$ cat src/hdl/u2kb_pkg.sv
// types, constants and code page table for the utf-8 to keybcs2 transcoder
`default_nettype none

package u2kb_pkg;

   localparam int TblSize = 48;

   localparam logic [7:0] SubstChar = 8'h5F;

   typedef struct packed {
      logic [7:0] code;
      logic       substituted;
   } rsp_word_type;

   localparam logic [15:0] MAP_CP [TblSize] = '{
      16'h010C, 16'h00FC, 16'h00E9, 16'h010F, 16'h00E4, 16'h010E, 16'h0164, 16'h010D,
      16'h011B, 16'h011A, 16'h0139, 16'h00CD, 16'h013E, 16'h013A, 16'h00C4, 16'h00C1,
      16'h00C9, 16'h017E, 16'h017D, 16'h00F4, 16'h00F6, 16'h00D3, 16'h016F, 16'h00DA,
      16'h00FD, 16'h00D6, 16'h00DC, 16'h0160, 16'h013D, 16'h00DD, 16'h0158, 16'h0165,
      16'h00E1, 16'h00ED, 16'h00F3, 16'h00FA, 16'h0148, 16'h0147, 16'h016E, 16'h00D4,
      16'h0161, 16'h0159, 16'h0155, 16'h0154, 16'h00BC, 16'h00A7, 16'h00AB, 16'h00BB
   };

   localparam logic [7:0] MAP_CODE [TblSize] = '{
      8'h80, 8'h75, 8'h82, 8'h83, 8'h61, 8'h85, 8'h86, 8'h87,
      8'h88, 8'h89, 8'h4C, 8'h8B, 8'h6C, 8'h6C, 8'h41, 8'h8F,
      8'h90, 8'h91, 8'h92, 8'h6F, 8'h6F, 8'h95, 8'h96, 8'h97,
      8'h98, 8'h4F, 8'h55, 8'h9B, 8'h4C, 8'h9D, 8'h9E, 8'h9F,
      8'hA0, 8'hA1, 8'hA2, 8'hA3, 8'hA4, 8'hA5, 8'hA6, 8'h4F,
      8'hA8, 8'hA9, 8'h72, 8'h52, 8'hAC, 8'hAD, 8'h3C, 8'h3E
   };

   // map a completed code point to its output word
   function automatic rsp_word_type map_code_point(input logic [20:0] cp);
      rsp_word_type w;
      logic         hit;
      w.code        = SubstChar;
      w.substituted = 1'b1;
      hit           = 1'b0;
      if (cp <= 21'h000080) begin
         w.code        = cp[7:0];
         w.substituted = 1'b0;
      end else begin
         for (int i = 0; i < TblSize; i++) begin
            if (!hit && (cp == {5'd0, MAP_CP[i]})) begin
               hit           = 1'b1;
               w.code        = MAP_CODE[i];
               w.substituted = 1'b0;
            end
         end
      end
      return w;
   endfunction

endpackage

`default_nettype wire

$ cat src/hdl/utf8_to_keybcs2_transcoder_core.sv
// utf-8 to keybcs2 transcoder: decoder, table lookup and result buffering
// a word that completes a character is registered into the output register, or into skid under rsp stall
// throughput: one byte per cycle while req_stall is low, one decode and lookup per byte
// two-entry result buffer (output register plus skid); req_stall is high while skid is full
// reset: synchronous active high, clears the pending sequence and both result slots
`default_nettype none

module utf8_to_keybcs2_transcoder_core (
   input  wire logic       clock,
   input  wire logic       reset,
   input  wire logic       req_valid,
   output logic            req_stall,
   input  wire logic [7:0] req_in_byte,
   output logic            rsp_valid,
   input  wire logic       rsp_stall,
   output logic [7:0]      rsp_out_char,
   output logic            rsp_substituted
);

   logic [20:0] accum_ff, accum_in;
   logic [1:0]  left_ff, left_in;
   logic        out_valid_ff, out_valid_in;
   logic        skid_valid_ff, skid_valid_in;
   u2kb_pkg::rsp_word_type out_ff, out_in;
   u2kb_pkg::rsp_word_type skid_ff, skid_in;
   u2kb_pkg::rsp_word_type new_word;
   logic [20:0] shifted;
   logic        accept;
   logic        emit;
   logic        out_free;

   assign accept  = req_valid && !req_stall;
   assign shifted = {accum_ff[14:0], req_in_byte[5:0]};

   // byte classification and sequence state
   always_comb begin
      accum_in      = accum_ff;
      left_in       = left_ff;
      emit          = 1'b0;
      new_word.code = req_in_byte;
      new_word.substituted = 1'b0;
      if (!req_in_byte[7]) begin
         emit = 1'b1;
      end else if (req_in_byte[7:6] == 2'b10) begin
         if (left_ff != 2'd0) begin
            accum_in = shifted;
            left_in  = left_ff - 2'd1;
            if (left_ff == 2'd1) begin
               emit     = 1'b1;
               new_word = u2kb_pkg::map_code_point(shifted);
            end
         end
      end else if (req_in_byte[7:5] == 3'b110) begin
         accum_in = {16'd0, req_in_byte[4:0]};
         left_in  = 2'd1;
      end else if (req_in_byte[7:4] == 4'b1110) begin
         accum_in = {17'd0, req_in_byte[3:0]};
         left_in  = 2'd2;
      end else if (req_in_byte[7:3] == 5'b11110) begin
         accum_in = {18'd0, req_in_byte[2:0]};
         left_in  = 2'd3;
      end else begin
         accum_in = '0;
         left_in  = 2'd0;
      end
   end

   // output register with skid slot
   always_comb begin
      out_in        = out_ff;
      skid_in       = skid_ff;
      out_valid_in  = out_valid_ff;
      skid_valid_in = skid_valid_ff;
      out_free      = !out_valid_ff || !rsp_stall;
      if (out_free) begin
         if (skid_valid_ff) begin
            out_in        = skid_ff;
            out_valid_in  = 1'b1;
            skid_valid_in = accept && emit;
            skid_in       = new_word;
         end else begin
            out_valid_in  = accept && emit;
            out_in        = new_word;
         end
      end else if (accept && emit) begin
         skid_valid_in = 1'b1;
         skid_in       = new_word;
      end
   end

   always_ff @(posedge clock) begin
      if (reset) begin
         accum_ff      <= '0;
         left_ff       <= 2'd0;
         out_valid_ff  <= 1'b0;
         skid_valid_ff <= 1'b0;
      end else begin
         if (accept) begin
            accum_ff <= accum_in;
            left_ff  <= left_in;
         end
         out_valid_ff  <= out_valid_in;
         skid_valid_ff <= skid_valid_in;
      end
      out_ff  <= out_in;
      skid_ff <= skid_in;
   end

   assign req_stall       = skid_valid_ff;
   assign rsp_valid       = out_valid_ff;
   assign rsp_out_char    = out_ff.code;
   assign rsp_substituted = out_ff.substituted;

endmodule

`default_nettype wire

$ cat config.mk
export PLATFORM = sky130hd
export DESIGN_NAME = utf8_to_keybcs2_transcoder_core
export DESIGN_NICKNAME = d
export VERILOG_FILES = /design/src/hdl/u2kb_pkg.sv /design/src/hdl/utf8_to_keybcs2_transcoder_core.sv
export SDC_FILE = /design/constraint.sdc
export NUM_CORES = 1
export LEC_CHECK = 0
export BUFFER_PORTS_ARGS = -buffer_cell sky130_fd_sc_hd__buf_4
export CELL_PAD_IN_SITES_DETAIL_PLACEMENT = 0
export CELL_PAD_IN_SITES_GLOBAL_PLACEMENT = 1
export CORE_MARGIN = 4
export CORE_UTILIZATION = 45
export CTS_BUF_LIST = sky130_fd_sc_hd__clkbuf_16
export DETAILED_ROUTE_END_ITERATION = 6
export MAX_ROUTING_LAYER = met4
export PLACE_DENSITY_LB_ADDON = 0.1
export SLEW_MARGIN = 10
export SYNTH_ARGS = -nofsm -noshare
export SYNTH_HDL_FRONTEND = slang
export SYNTH_SLANG_ARGS = --single-unit
$ cat constraint.sdc
create_clock -name clock -period 2.6 [get_ports clock]
set_input_delay 0.13 -clock clock [delete_from_list [all_inputs] [get_ports clock]]
set_output_delay 0.13 -clock clock [all_outputs]
set_load 0.05 [all_outputs]
Word-level counts from Yosys, hierarchy flattened
Cells that the tools add are included.

cells by class
  eq/ne operators = 55
  multiplexer cells = 357
  $add $sub $neg = 1
  $lt $le $gt $ge = 1
  reductions and logical operators = 104

operators with widths
  kind                                                             number
  2-to-1 mux 9 bit                                                 57
  equality test 21 x 8 -> 1 bit, second input constant             24
  equality test 21 x 9 -> 1 bit, second input constant             24
  2-to-1 mux 1 bit                                                 290
  logical NOT 1 bit                                                50
  logical AND 1 bit                                                49
  2-to-1 mux 15 bit                                                2
  less-or-equal comparator 21 x 8 -> 1 bit, second input constant  1
  2-to-1 mux 2 bit                                                 5
  equality test 5 bit, second input constant                       1
  2-to-1 mux 5 bit                                                 1
  equality test 4 bit, second input constant                       1
  2-to-1 mux 4 bit                                                 1
  nonzero test 2 bit                                               2
  equality test 3 bit, second input constant                       1
  2-to-1 mux 3 bit                                                 1
  AND reduction 3 bit                                              1
  equality test 2 x 1 -> 1 bit, second input constant              1
  equality test 2 bit, second input constant                       1
  inequality test 2 x 1 -> 1 bit, second input constant            1
  inequality test 2 bit, second input constant                     1
  AND reduction 2 bit                                              1
  subtractor 2 x 1 -> 2 bit, second input constant                 1
  logical OR 1 bit                                                 1

word-level totals
  logic and storage cells = 526
  output and inout bits = 11
  input port bits = 12
  flip-flop bits (word level) = 37

Logic depth before layout (Yosys ltp)
Gate-level depths: netlist of the first run.

  depth after elaboration = 385
  mapped depth = 10
  gate-level depth less buffers = 9

Least setup slack after synthesis of the first run
Ideal clock, no wire load.

  kind = register -> register
  start = reg accum_ff[2]
  end = reg out_ff (netlist bit rsp_substituted), data pin
  path slack = 0.228 ns
  data required time = 2.420 ns
  arrival time = 2.192 ns
  buffers on the path = 1
  stages on the path, launching flop included = 8
  cell sequence = dfxtp_1 -> buf_2 -> nor2b_1 -> nand4_1 -> o22ai_1 -> or4_1 -> or4_1 -> o41ai_2

on the way
  longest elaborated chain between the ends = 384
  elaborated cells between the ends (all ways) = 479
  classes of those cells = order compare (1); eq/ne (48); mux (336); reduce/logical (94)

ends and longest elaborated chain
  item                           RTL line                                RTL
  from (decl)                    utf8_to_keybcs2_transcoder_core.sv:20   logic [20:0] accum_ff, accum_in;
  from (signal assigned)         utf8_to_keybcs2_transcoder_core.sv:99   accum_ff <= accum_in;
  equality test 21 x 9 -> 1 bit  u2kb_pkg.sv:45                          if (!hit && (cp == {5'd0, MAP_CP[i]})) begin
  2-to-1 mux 1 bit               u2kb_pkg.sv:45
  2-to-1 mux 1 bit               u2kb_pkg.sv:40                          if (cp <= 21'h000080) begin
  2-to-1 mux 1 bit               utf8_to_keybcs2_transcoder_core.sv:48   if (left_ff == 2'd1) begin
  2-to-1 mux 1 bit               utf8_to_keybcs2_transcoder_core.sv:45   if (left_ff != 2'd0) begin
  2-to-1 mux 1 bit               utf8_to_keybcs2_transcoder_core.sv:44   end else if (req_in_byte[7:6] == 2'b10) begin
  2-to-1 mux 1 bit               utf8_to_keybcs2_transcoder_core.sv:42   if (!req_in_byte[7]) begin
  logical NOT 1 bit              u2kb_pkg.sv:45
  [368 not listed]               --
  logical AND 1 bit              u2kb_pkg.sv:45
  2-to-1 mux 9 bit               u2kb_pkg.sv:45
  2-to-1 mux 9 bit (*)           u2kb_pkg.sv:40
  2-to-1 mux 9 bit (*)           utf8_to_keybcs2_transcoder_core.sv:48
  2-to-1 mux 9 bit (*)           utf8_to_keybcs2_transcoder_core.sv:45
  2-to-1 mux 9 bit (*)           utf8_to_keybcs2_transcoder_core.sv:44
  2-to-1 mux 9 bit (*)           utf8_to_keybcs2_transcoder_core.sv:42
  2-to-1 mux 9 bit (*)           utf8_to_keybcs2_transcoder_core.sv:76   if (skid_valid_ff) begin
  to (signal assigned)           utf8_to_keybcs2_transcoder_core.sv:105  out_ff <= out_in;
  to (decl)                      utf8_to_keybcs2_transcoder_core.sv:24   u2kb_pkg::rsp_word_type out_ff, out_in;

Mark *: on every way between the ends. The rest lies on a longest branch, timed or not. The select of a mux whose other input is x is not followed.
A chain may end at the register's enable or synchronous reset.

Final worst setup path of the first run
  start = reg accum_ff[7]
  end = reg out_ff (netlist bit rsp_substituted), data pin

Same word-level chain as after synthesis.

==> results.sh, run 1 <==
export IMPL_dieArea_um2=8120
export IMPL_syn_inst=394
export IMPL_place_gp_congestion=1.03
export IMPL_setup_tns_ns=0
export IMPL_yosys_warnings=0
export IMPL_seq_area_frac_synth_pct=30.4
export IMPL_synth_top_area_cell="edfxtp_1"
export IMPL_drive_above_1_share_pct=29.2
export IMPL_fmax_ghz=0.401
export IMPL_clkTransAtPathRegs_ns=0.05
export IMPL_layout_commonest_cell="buf_4"
export IMPL_synth_area_leaders="edfxtp_1 18%, dfxtp_1 13%, a21oi_1 5.8%, nand2_1 5.7%, nand3_1 4.6%"
export IMPL_syn_area_um2=3030
export IMPL_die_height_um=90.1
export IMPL_clock_sinks=37
export IMPL_hold_slack_ns=0.159
export IMPL_cts_buffer_depth=2
export IMPL_track_usage_pct=28.1
export IMPL_cellLeakagePower_nw=1.49
export IMPL_insertion_delay_ns=0.27
export IMPL_finalPower_mw=1.53
export IMPL_cts_tree="done"
export IMPL_relSlewSlack_pct=55.5
export IMPL_endpoint_kind="flop"
export IMPL_post_drt_wl_per_cell_um=20.9
export IMPL_viasPerCell=6.51
export IMPL_synth_nets=408
export IMPL_crit_fanout=7
export IMPL_grt_max_degree=20
export IMPL_yosysTopAreaCellShare_pct=17.8
export IMPL_place_hpwl_mm=8.96
export IMPL_cts_htree_levels=2
export IMPL_dr_wl_met3_um=987
export IMPL_ant_nets=0
export IMPL_crit_arrival_ns=2.59
export IMPL_firstDrtPassIters=6
export IMPL_rows=29
export IMPL_pin_count=23
export IMPL_finalMaxSlewViolations=0
export IMPL_io_buffer_count=22
export IMPL_root_buffer="clkbuf_16"
export IMPL_finClkSkew_ns=0.00305
export IMPL_final_cell_mix="96 x buf_4, 45 x nand2_1, 35 x a21oi_1, 28 x nand3_1, 26 x nor2_1"
export IMPL_antenna_found_initial=0
export IMPL_fin_area_um2=3930
export IMPL_synth_edf_count=18
export IMPL_first_iter_violations=365
export IMPL_wl_met2_mm=5.25
export IMPL_initial_core_util_pct=47.0
export IMPL_synth_avg_cell_area_um2=7.70
export IMPL_grt_pass1_vias=3309
export IMPL_grt_pass1_wl_mm=17.9
export IMPL_worstHoldPathType="in -> reg"
export IMPL_overflow=0
export IMPL_ir_drop_mv=0.382
export IMPL_ys_types=66
export IMPL_highest_layer="met4"
export IMPL_hold_viol=0
export IMPL_diodes=0
export IMPL_wl_met1_mm=4.72
export IMPL_drc_errors=0
export IMPL_fin_nets=482
export IMPL_power_density_nw_per_um2=388
export IMPL_synth_seq_cells=37
export IMPL_dieWidth_um=90.1
export IMPL_cts_buffers=5
export IMPL_async_flop_share_pct=0
export IMPL_layout_min_cycle_time_ns=2.49
export IMPL_syn2layout_area_growth_pct=29.7
export IMPL_crit_type="reg -> reg"
export IMPL_place_area_um2=3700
export IMPL_r2r_slack_ns=0.11
export IMPL_worst_slew_pin_slew_ns=0.667
export IMPL_critical_path_required_ns=2.69
export IMPL_synthFlopType="dfxtp_1"
export IMPL_status="complete, no violations"
export IMPL_cts_hold_buf=0
export IMPL_via_count=3555
export IMPL_critPathLaunchType="flop"
export IMPL_setup_viol=0
export IMPL_coreArea_um2=6460
export IMPL_period_share_pct=95.9
export IMPL_drv_cap=0
export IMPL_wl_mm=11.4
area by class of cell:
class | count | area, um2
fillers | 602 | 2530
well taps | 77 | 96.3
multi-input cells | 317 | 1980
inverters | 9 | 33.8
clock inverters | 3 | 11.3
clock buffers | 5 | 125
flip-flops and latches | 37 | 927
repair buffers | 98 | 761
layer usage:
metal	up-vias	GRT usage (%)
li1	1653	-
met4	0	11.6
met2	196	42.8
met5	-	-
met1	1663	36.5
met3	43	5.76
report_power, final:
group / internal (mW) / switching, mW / leakage [nW]
sequential: 0.629 / 0.00837 / 0.336
combinational: 0.121 / 0.217 / 1.07
clock: 0.345 / 0.206 / 0.0765
synth_stat cells, types with 2 or more instances:
cell type / instances
a211oi_1: 2
clkbuf_1: 17
nor2b_1: 12
nand4_1: 18
nor3b_1: 4
ha_1: 2
a31oi_1: 4
nand4b_1: 2
nor4bb_1: 3
nor2_1: 28
buf_6: 3
a21oi_1: 35
nor3_1: 22
o211ai_1: 2
inv_1: 8
o21bai_1: 2
nand3b_1: 2
buf_2: 7
o22ai_1: 4
and2_1: 5
dfxtp_1: 19
and3_1: 4
nor4_1: 22
nor4b_1: 2
a221oi_1: 2
a311oi_1: 3
a22oi_1: 5
o21ai_0: 12
buf_1: 3
or4_1: 3
o32ai_1: 4
or3_1: 3
a2111oi_0: 3
mux2_2: 5
xor2_1: 2
nand2_1: 46
nand3_1: 28
edfxtp_1: 18
state kept, by name, summed over array words and instances, names as in the netlist:
| name | cells |
|---|---|
| accum_ff | 15 |
| left_ff | 2 |
| req_stall | 1 |
| rsp_out_char | 8 |
| rsp_substituted | 1 |
| rsp_valid | 1 |
| skid_ff | 9 |
metrics by stage:
step	setup slack (ns)	util [%]	instances
2_1_floorplan	0.228	-	394
3_3_place_gp	0.0330	57.3	533
3_5_place_dp	0.0229	57.3	533
4_1_cts	0.00450	59.4	541
5_1_grt	-0.00892	60.9	546
6_report	0.106	60.9	546
path summary, 6_finish.rpt:
| kind | start | to | cells past startpoint |
|---|---|---|---|
| worst min-delay path | reset | accum_ff[8]$_SDFFE_PP0P_ | 2 |
| worst max-delay path | accum_ff[7]$_SDFFE_PP0P_ | rsp_substituted$_DFFE_PP_ | 7 |
| worst max register to register | accum_ff[7]$_SDFFE_PP0P_ | rsp_substituted$_DFFE_PP_ | 7 |
| worst min register to register | left_ff[1]$_SDFFE_PP0P_ | left_ff[1]$_SDFFE_PP0P_ | 2 |
worst max-delay path, cell delays in order, from the launching register on:
cell and delay, ns:
dfxtp_1 0.44, nor3_1 0.12, nand3_1 0.13, buf_4 0.20, nor3_1 0.07, or4_1 0.51, or4_4 0.56, o41ai_2 0.28
repair_timing:
action,CTS,global route
setup buffers,0,5
gates resized for setup,0,17
setup endpoints to repair,0,10
cells by family after synthesis:
family	share of synthesized area, %
xor+xnor	0.866
fa+ha+maj	0.825
flops	30.4
buf+inv	6.11
simple gates	38.9
mux	2.19
compound gates	20.8
(Power assumes the default switching activity.)
==> run 2: changes to the inputs <==
==> constraint.sdc (replaced) <==
create_clock -name clock -period 2.6 [get_ports clock]
set_input_delay 0.52 -clock clock [delete_from_list [all_inputs] [get_ports clock]]
set_output_delay 0.52 -clock clock [all_outputs]
set_load 0.05 [all_outputs]
==> run 2 against run 1 <==
  * First-iteration DRC count is 6.8% lower
  * Utilization up 2.0 points
  * Via count up 2.1%
  * Design area rose by 3.3%
  * Register-to-register slack better by 0.02 ns
  * Clock skew up 0.0020 ns
  * Worst setup slack better by 0.019 ns
  * Final cell count rose by 3.5%
==> results.sh, run 2 (synthesized netlist as in run 1, its figures left out) <==
export IMPL_status="complete, no violations"
export IMPL_dp_slack_ns=-0.112
export IMPL_grt_pass1_vias=3362
export IMPL_finalPower_mw=1.55
export IMPL_layout_setup_ws_ns=0.125
export IMPL_power_frac_seq_pct=41.0
export IMPL_syn2layout_area_growth_pct=34.0
export IMPL_p_clk_share_pct=36.3
export IMPL_via_count=3631
export IMPL_rows=29
export IMPL_fmax_ghz=0.404
export IMPL_cts_hold_buf=0
export IMPL_io_buffer_count=22
export IMPL_r2r_slack_ns=0.12
export IMPL_drive_above_1_share_pct=31.6
export IMPL_antenna_found_initial=0
export IMPL_hold_viol=0
export IMPL_viasPerCell=6.43
export IMPL_cts_htree_levels=2
export IMPL_fin_area_um2=4060
export IMPL_endpoint_kind="flop"
export IMPL_cts_buffers=5
export IMPL_overflow=0
export IMPL_grt_pass1_wl_mm=17.9
export IMPL_drv_cap=0
export IMPL_finalMaxSlewViolations=0
export IMPL_period_share_pct=95.2
export IMPL_diodes=0
export IMPL_rsz0062_at_grt="no"
export IMPL_finClkSkew_ns=0.00505
export IMPL_dieWidth_um=90.1
export IMPL_cts_tree="done"
export IMPL_layout_min_cycle_time_ns=2.48
export IMPL_die_height_um=90.1
export IMPL_relSlewSlack_pct=53.9
export IMPL_setup_viol=0
export IMPL_final_fill_count=575
export IMPL_power_density_nw_per_um2=382
export IMPL_root_buffer="clkbuf_16"
export IMPL_initial_core_util_pct=47.0
export IMPL_crit_type="reg -> reg"
export IMPL_track_usage_pct=28.3
export IMPL_clkTransAtPathRegs_ns=0.05
export IMPL_worst_slew_pin_slew_ns=0.687
export IMPL_grt_max_degree=20
export IMPL_place_area_um2=3860
export IMPL_dieArea_um2=8120
export IMPL_fin_nets=501
export IMPL_worstHoldPathType="reg -> reg"
export IMPL_power_frac_comb_pct=22.8
export IMPL_clock_sinks=37
export IMPL_ant_nets=0
export IMPL_critPathLaunchType="flop"
export IMPL_crit_arrival_ns=2.50
export IMPL_first_iter_violations=340
export IMPL_cts_buffer_depth=2
export IMPL_place_hpwl_mm=8.96
export IMPL_wl_mm=11.4
export IMPL_largest_register="accum_ff"
export IMPL_final_cell_mix="117 x buf_4, 46 x nand2_1, 35 x a21oi_1, 28 x nand3_1, 27 x nor2_1"
export IMPL_ir_drop_mv=0.344
export IMPL_power_switching_mw=0.442
export IMPL_p_int_mw=1.11
export IMPL_drc_errors=0
export IMPL_coreArea_um2=6460
export IMPL_post_drt_wl_per_cell_um=20.1
export IMPL_place_gp_congestion=1.08
export IMPL_cellLeakagePower_nw=1.57
export IMPL_insertion_delay_ns=0.28
export IMPL_crit_fanout=5
export IMPL_critical_path_required_ns=2.62
export IMPL_pin_count=23
export IMPL_firstDrtPassIters=5
export IMPL_layout_commonest_cell="buf_4"
export IMPL_largest_reg_flops=15
export IMPL_switching_share_pct=28.4
export IMPL_fin_util_pct=62.9
[run 2: changes by cell type in the layout (fill, tap and decap cells not counted), moves of 2 or more]
cell      previous run  this run
buf_4               96       117
dfxtp_1             14        19
dfxtp_2              5         0
nor4_1              21        18
nor4_2               1         4
buf_12               2         0
clkinv_2             0         2
nor2_2               2         0
nor3_2               1         3
[run 2: metal layers]
layer | routed length (um) | track usage, %
met2 | 5130 | 42.8
met4 | 320 | 9.44
met1 | 5030 | 38.4
met5 | 0 | -
met3 | 891 | 4.67
[run 2: repair_timing]
| action | CTS | global route |
|---|---|---|
| pin swaps | 0 | 1 |
| setup buffers | 0 | 1 |
| gates resized for setup | 1 | 10 |
| setup endpoints to repair | 1 | 11 |
[run 2: path summary, 6_finish.rpt]
check | startpoint | to | cells after the start
worst min register to register | left_ff[1]$_SDFFE_PP0P_ | left_ff[1]$_SDFFE_PP0P_ | 2
worst max register to register | accum_ff[3]$_SDFFE_PP0P_ | rsp_out_char[3]$_DFFE_PP_ | 8
worst min-delay path | left_ff[1]$_SDFFE_PP0P_ | left_ff[1]$_SDFFE_PP0P_ | 2
worst max-delay path | accum_ff[3]$_SDFFE_PP0P_ | rsp_out_char[3]$_DFFE_PP_ | 8
[run 2: per-stage QoR]
step | hold slack (ns) | TNS (ns) | std cells
2_1_floorplan | 0.436 | -0.00751 | 394
3_3_place_gp | 0.446 | -0.897 | 556
3_5_place_dp | 0.450 | -0.574 | 556
4_1_cts | 0.458 | 0 | 564
5_1_grt | 0.496 | 0 | 565
6_report | 0.458 | 0 | 565
[run 2: final cells by class]
cell class              instances  area, um2  share of cell area (%)
flip-flops and latches         37        921                    22.7
repair buffers                117        878                    21.6
multi-input cells             317       1990                    49.1
well taps                      77       96.3                    2.37
clock buffers                   5        125                    3.08
inverters                       9       33.8                   0.832
clock inverters                 3       13.8                   0.339
[run 2: power groups by stage]
stage | Sequential, mW | Combinational (mW) | Clock, mW
after floorplan | 0.687 | 0.155 | 0
after global placement | 0.648 | 0.341 | 0
after detailed placement | 0.649 | 0.341 | 0
after CTS | 0.637 | 0.342 | 0.571
after global routing | 0.638 | 0.376 | 0.600
final | 0.636 | 0.354 | 0.563
[run 2: worst max-delay path, cell delays in order, from the launching register on]
cell,delay [ns]
dfxtp_1,0.33
nor4b_4,0.37
buf_4,0.20
nand3_2,0.17
a2111oi_2,0.43
a311oi_1,0.18
nand3_1,0.14
a21oi_1,0.11
mux2_2,0.28
